===== src/rtl/core/bpq_pkg.sv =====
`timescale 1ns / 1ps

package bpq_pkg;

	typedef enum logic [1:0] {
		OP_INSERT    = 2'd0,
		OP_REMOVE    = 2'd1,
		OP_POP_FIRST = 2'd2,
		OP_POP_LAST  = 2'd3
	} bpq_op_t;

	typedef enum logic [1:0] {
		ST_DONE       = 2'd0,
		ST_EMPTY      = 2'd1,
		ST_QUEUED     = 2'd2,
		ST_NOT_QUEUED = 2'd3
	} bpq_status_t;

	// commands to the occupancy bitmap
	typedef struct packed {
		logic set;
		logic clr;
		logic find_grp;
		logic find_bit;
	} bpq_occ_cmd_t;

endpackage


===== src/rtl/core/bpq_occ.sv =====
`timescale 1ns / 1ps

module bpq_occ
	import bpq_pkg::*;
#(
	parameter int KEY_COUNT = 256,
	localparam int KW = $clog2(KEY_COUNT)
) (
	input  logic          clk,
	input  logic          arst_n,
	input  bpq_occ_cmd_t  cmd,
	input  logic [KW-1:0] wr_idx,
	input  logic [KW-1:0] rd_idx,
	output logic          rd_bit,
	output logic          any,
	output logic [KW-1:0] min_idx
);

	localparam int KWP = (KW < 2) ? 2 : KW;
	localparam int LB  = KWP / 2;
	localparam int HB  = KWP - LB;
	localparam int GS  = 1 << LB;
	localparam int NG  = 1 << HB;

	logic [NG-1:0][GS-1:0] occ_q;
	logic                  any_q;
	logic [HB-1:0]         grp_q;
	logic [KWP-1:0]        min_q;

	logic [KWP-1:0] widx;
	logic [KWP-1:0] ridx;
	logic [NG-1:0]  summary;
	logic [NG-1:0]  enc_in;
	logic [HB-1:0]  enc_idx;
	logic           enc_any;

	assign widx = KWP'(wr_idx);
	assign ridx = KWP'(rd_idx);

	always_comb begin
		for (int g = 0; g < NG; g++) begin
			summary[g] = |occ_q[g];
		end
	end

	// one priority encoder, used for the group summary and then for the group word
	assign enc_in = cmd.find_grp ? summary : NG'(occ_q[grp_q]);

	always_comb begin
		enc_idx = '0;
		enc_any = |enc_in;
		for (int i = NG - 1; i >= 0; i--) begin
			if (enc_in[i]) begin
				enc_idx = HB'(i);
			end
		end
	end

	always_ff @(posedge clk or negedge arst_n) begin
		if (!arst_n) begin
			occ_q <= '0;
			any_q <= 1'b0;
			grp_q <= '0;
			min_q <= '0;
		end else begin
			if (cmd.set) begin
				occ_q[widx[KWP-1:LB]][widx[LB-1:0]] <= 1'b1;
			end
			if (cmd.clr) begin
				occ_q[widx[KWP-1:LB]][widx[LB-1:0]] <= 1'b0;
			end
			if (cmd.find_grp) begin
				any_q <= enc_any;
				grp_q <= enc_idx;
			end
			if (cmd.find_bit) begin
				min_q <= {grp_q, enc_idx[LB-1:0]};
			end
		end
	end

	assign rd_bit  = occ_q[ridx[KWP-1:LB]][ridx[LB-1:0]];
	assign any     = any_q;
	assign min_idx = min_q[KW-1:0];

endmodule


===== config.mk =====
export PLATFORM = sky130hd
export DESIGN_NAME = bpq_occ
export DESIGN_NICKNAME = d
export VERILOG_FILES = /design/src/rtl/core/bpq_pkg.sv /design/src/rtl/core/bpq_occ.sv
export SDC_FILE = /design/constraint.sdc
export NUM_CORES = 1
export LEC_CHECK = 0
export CORE_AREA = 3 3 178 180
export CTS_CLUSTER_DIAMETER = 100
export DETAILED_ROUTE_END_ITERATION = 10
export DIE_AREA = 0 0 181 183
export DONT_BUFFER_PORTS = 1
export HOLD_SLACK_MARGIN = 0.05
export SYNTH_ARGS = -nofsm -noshare
export SYNTH_HDL_FRONTEND = slang
export SYNTH_SLANG_ARGS = --single-unit

===== constraint.sdc =====
create_clock -name clk -period 3.2 [get_ports clk]
set_input_delay 0.32 -clock clk [delete_from_list [all_inputs] [get_ports clk]]
set_output_delay 0.32 -clock clk [all_outputs]
set_load 0.005 [all_outputs]

=== Word-level counts from Yosys, hierarchy flattened ===
Index checks and enable logic that the tools add are counted.

* Output and inout bits: 10
* Input port bits: 22
* Flip-flop bits (word level): 269
* Memories: 0
* Bits in latches: 0
* ROM bits: 0
* Bits in writable memories: 0

* Add/subtract/negate cells: 0
* Muxes and demuxes: 29
* Bitwise logic cells: 3
* Order comparisons: 7
* Shift operators: 0
* $mul: 0
* Divide/modulo/power cells: 0
* Equality and inequality tests: 0
* Reductions and logical operators: 19

{| class="wikitable"
|+ Operator list
! operator !! count
|-
| $mux W256 || 2
|-
| $reduce_or A16 Y1 || 17
|-
| $and A256 B256 Y256 || 1
|-
| $not A256 Y256 || 1
|-
| $or A256 B256 Y256 || 1
|-
| $bmux W16 S4 || 2
|-
| $demux W16 S4 || 1
|-
| $mux W16 || 4
|-
| $mux W4 || 16
|-
| $lt A4 B5 Y1 const B || 5
|-
| $ge A4 B1 Y1 const B || 2
|-
| $bmux W1 S4 || 1
|-
| $demux W1 S4 || 1
|-
| $logic_and A1 B1 Y1 || 2
|-
| $mux W1 || 2
|}

=== Logic depth before layout (Yosys ltp) ===
* Word-level depth: 19
* Gate-level depth with buffers: 12
* Mapped depth without buffers: 8

=== Worst setup path before layout ===
Ideal clock, no wire load.

* Path kind: input -> output
* From: input port rd_idx[6]
* To: output port rd_bit
* Required time: 2880 ps
* Data arrival time: 2732 ps
* Stages on the path: 5
* Path buffers: 2
* Slack: 148 ps
* Cells stage by stage: clkbuf_1 -> buf_1 -> mux4_2 -> mux4_2 -> mux4_2

* Longest elaborated chain between the ends: 4

{| class="wikitable"
|+ RTL lines
! what !! RTL line !! text
|-
| start, declared || bpq_occ.sv:13 || <nowiki>input logic [KW-1:0] rd_idx,</nowiki>
|-
| $bmux W16 S4 || bpq_occ.sv:82 || <nowiki>assign rd_bit = occ_q[ridx[KWP-1:LB]][ridx[LB-1:0]];</nowiki>
|-
| $mux W16 (implied by the code) || bpq_occ.sv:82 ||
|-
| $bmux W1 S4 || bpq_occ.sv:82 ||
|-
| $mux W1 (implied by the code) || bpq_occ.sv:82 ||
|-
| end, declared || bpq_occ.sv:14 || <nowiki>output logic rd_bit,</nowiki>
|}

Every way passes these cells. The select of a mux whose other input is x is not followed.

=== Final worst setup path ===
* From: register occ_q[101] (netlist bit)
* To: output port rd_bit

* Longest elaborated chain between the ends: 4

{| class="wikitable"
|+ RTL lines
! what !! RTL line !! text
|-
| start, declared || bpq_occ.sv:25 || <nowiki>logic [NG-1:0][GS-1:0] occ_q;</nowiki>
|-
| start signal, assigned || bpq_occ.sv:61 || <nowiki>occ_q <= '0;</nowiki>
|-
| start signal, assigned by index || bpq_occ.sv:67 || <nowiki>occ_q[widx[KWP-1:LB]][widx[LB-1:0]] <= 1'b1;</nowiki>
|-
| start signal, assigned by index || bpq_occ.sv:70 || <nowiki>occ_q[widx[KWP-1:LB]][widx[LB-1:0]] <= 1'b0;</nowiki>
|-
| $bmux W16 S4 || bpq_occ.sv:82 ||
|-
| $mux W16 (implied by the code) || bpq_occ.sv:82 ||
|-
| $bmux W1 S4 || bpq_occ.sv:82 ||
|-
| $mux W1 (implied by the code) || bpq_occ.sv:82 ||
|}

Every way passes these cells. The select of a mux whose other input is x is not followed.

==> key figures <==
Run status
  • Status: complete, but fails checks
  • Failing checks: negative hold slack, negative setup slack

Logic synthesis
  • Post-synth EDFFs: 0
  • Most numerous cell in the Yosys netlist: a21oi_1
  • Cell Area, Synth: 14990 um2
  • Syn_area_per_cell: 11.05 um2
  • Prevailing post-synth register cell: dfrtp_1
  • Leading area contributor after synthesis: dfrtp_1
  • Top cells by area, synth: dfrtp_1 (45%), mux4_2 (21%), a21oi_1 (17%)
  • Area share of the largest cell type after synthesis: 44.91%
  • Synth Instances: 1357
  • Async SR Flop Fraction: 100.0%
  • Cell variety after synth: 49
  • Commonest cells in the netlist: a21oi_1 (520), dfrtp_1 (269), mux4_2 (139), clkbuf_1 (92), nor2_1 (55)
  • Register area share after synthesis: 44.91%
  • Mapped Nets: 1379
  • Yosys warnings: 0
  • Synth Register Bits: 269

Clocking
  • Hold_buf cts: 2
  • CTS Buf Count: 29
  • Clock sinks: 269
  • Clock-pin slew on the worst setup and hold paths: 60 ps
  • Clock latency on the worst-skew pair: 580 ps
  • Root Buffer: clkbuf_16
  • CTS tree: done
  • CTS Buffer Depth: 3
  • CTS H-tree depth: 1

GRT
  • Antenna violations before repair: 1
  • Number of global-route vias before repair: 11890
  • First-pass GRT wire length: 80.39 mm
  • GRT Total Usage: 32.02%
  • Congestion Overflow GR: 0
  • Pin count of the biggest net entering global routing: 270

Detailed routing
  • Routed via count: 12730
  • TritonRoute pass-1 iters: 6
  • Routed WL: 53.29 mm
  • Post-route DRC: 0
  • Initial DRC count: 2089
  • WL/cell: 30.04 um
  • Post-route ant nets: 0
  • Via density: 7.173

Job
  • Max-cap viol count: 0

Timing
  • Fmax: 291.7 MHz
  • RSZ-0062 raised after global routing: true
  • # setup viols final: 1
  • Max Slew Vio Count: 0
  • Post-Route Skew: 29.61 ps
  • Relative slew slack: 40.62%
  • Slew @ Worst Pin: 889.7 ps
  • Setup ws final: -228.1 ps
  • Final worst-path cycle share: 107.1%
  • Final hold vios: 269
  • Worst hold slack: -560.7 ps
  • Post-layout min period: 3428 ps

Pwr
  • Combinational share of power: 24.9%
  • Clock power frac: 35.1%
  • VDD IR max: 0.4495 mV
  • Pwr dens: 620.6 nW/um2
  • Leakage: 7.145 nW
  • Sw Ratio: 31.02%
  • P_int: 7.186 mW
  • P_sw: 3.231 mW
  • Seq pwr share: 40.0%

Final layout
  • Layout cells sized above 1: 23.75%
  • Final design utilization: 55.31%
  • Flip-flop and latch area: 6744 um2
  • Area delta synth->final: 12.00%
  • Fillers: 2593
  • Area of the multi-input gates: 7771 um2
  • Nets: 1377
  • Fin cells: 1774

Min path
  • Path type of the worst min-delay path: in2async

Setup path
  • CP required: 2880 ps
  • Crit path to: rd_bit
  • CP max stage cell: mux4_2
  • Crit path depth: 4
  • Worst R2R Start: grp_q[0]
  • Buf+Inv Stages, Crit Path: 0
  • Worst setup startpoint: occ_q[101]
  • CP Cell Sequence: mux4_2 > mux4_2 > mux4_2 > mux4_2
  • CP arrival: 3110 ps
  • Top cell by count, worst path: mux4_2
  • Worst path max stage delay: 550 ps
  • R2r worst-path depth: 9
  • CP max FO: 2
  • Crit path kind: reg2out
  • Reg2reg end: any
  • Crit path max-delay family: multiplexers
  • Worst Setup Start Kind: flip-flop
  • Setup crit end kind: output pin
  • Reg2reg setup slack: 240 ps

Die
  • Ports: 32
  • Die area: 33120 um2
  • Die H: 183 um
  • Starting Density: 49.39%
  • Row count: 64
  • Core box area: 30350 um2
  • Chip width: 181 um

Placed design
  • PortBufs: 0
  • GP Congestion: 1.030
  • Hpwl dp: 35.49 mm
  • Placed cells: 1695
[power by group through the flow]
stage / logic (mW) / clock network, mW / registers (mW)
after global routing: 2.74 / 3.84 / 4.20
final: 2.59 / 3.66 / 4.17
after floorplan: 1.92 / 0 / 3.99
after detailed placement: 2.44 / 0 / 4.23
after global placement: 2.42 / 0 / 4.23
after CTS: 2.50 / 3.71 / 4.17
[cells in the final DEF (no fill, tap or decap), drive strengths merged, types with 3 or more instances in the layout]
master	synthesis	final
dfrtp	269	269
nor2b	5	5
mux2	17	17
or3	5	5
clkbuf	92	38
nor2	55	55
a31oi	3	3
a22oi	5	5
mux4	139	139
o22a	3	3
bufinv	0	5
a21oi	520	520
nor4	50	50
o22ai	3	3
nor4b	5	5
a211oi	5	5
o21ai	6	6
nand3b	4	4
nand2	30	30
or4	4	4
buf	32	89
a32oi	4	4
nor3	10	10
o41ai	4	4
or2	5	5
nand3	6	6
nand2b	9	9
mux2i	30	30
inv	2	3
clkinv	0	7
nand4	12	12
[worst min path at each step]
stage | end | slack [ps] | depth (start not counted) | from
6_report | occ_q[86] | -560 | 0 | arst_n
3_3_place_gp | occ_q[70] | 40 | 0 | arst_n
2_1_floorplan | any | 20 | 0 | arst_n
5_1_grt | occ_q[118] | -580 | 0 | arst_n
3_5_place_dp | occ_q[71] | 40 | 0 | arst_n
4_1_cts | occ_q[114] | -570 | 0 | arst_n
[per-stage QoR]
| stage | total power [mW] | worst slack [ps] | setup TNS (ps) | cell area (um2) | hold slack, ps |
|---|---|---|---|---|---|
| 2_1_floorplan | 5.910 | 148.1 | 0 | 14990 | 24.41 |
| 3_3_place_gp | 6.650 | 242.9 | 0 | 15550 | 37.95 |
| 3_5_place_dp | 6.677 | 252.8 | 0 | 15550 | 38.84 |
| 4_1_cts | 10.38 | -197.6 | -197.6 | 16740 | -574.5 |
| 5_1_grt | 10.78 | -246.2 | -246.2 | 16790 | -580.7 |
| 6_report | 10.42 | -228.1 | -228.1 | 16790 | -560.7 |
[area by class of cell]
| type | count | share of cell area, % |
|---|---|---|
| antenna | 1 | 0.01491 |
| clock inverter | 15 | 1.267 |
| inverter | 2 | 0.04472 |
| tap | 396 | 2.952 |
| sequential | 269 | 40.18 |
| clock buffer | 38 | 4.882 |
| timing repair buffer | 91 | 4.368 |
| multi-input combinational | 962 | 46.30 |
[cells by family (layout without fill, tap and decap cells)]
logic type	after synthesis	count (layout)	share of synthesized area (%)
AO/OA/AOI/OAI	571	571	20.02
buffers and inverters	126	146	3.631
flip-flops	269	269	44.91
multiplexers	186	186	24.17
other	0	1	0
AND/OR/NAND/NOR	205	205	7.271
[registers in the layout, indices dropped and copies added, names as in the netlist]
signal and flops:
grp_q 4, any 1, occ_q 256, min_idx 8
[what timing repair did]
action / in CTS / in global routing
setup buffers: 18 / 5
endpoints found under the hold margin: 281 / 269
resized for setup: 2 / 2
setup endpoints to repair: 1 / 2
[layer usage]
layer  GRT usage (%)  vias up  share of wire, %
met5               0        -                 0
met3           7.576       85                12
met1           49.50     6519                42
li1                -     5286                 -
met4           8.470        0               2.7
met2           45.96      835                43
(Power assumes the default switching activity.)
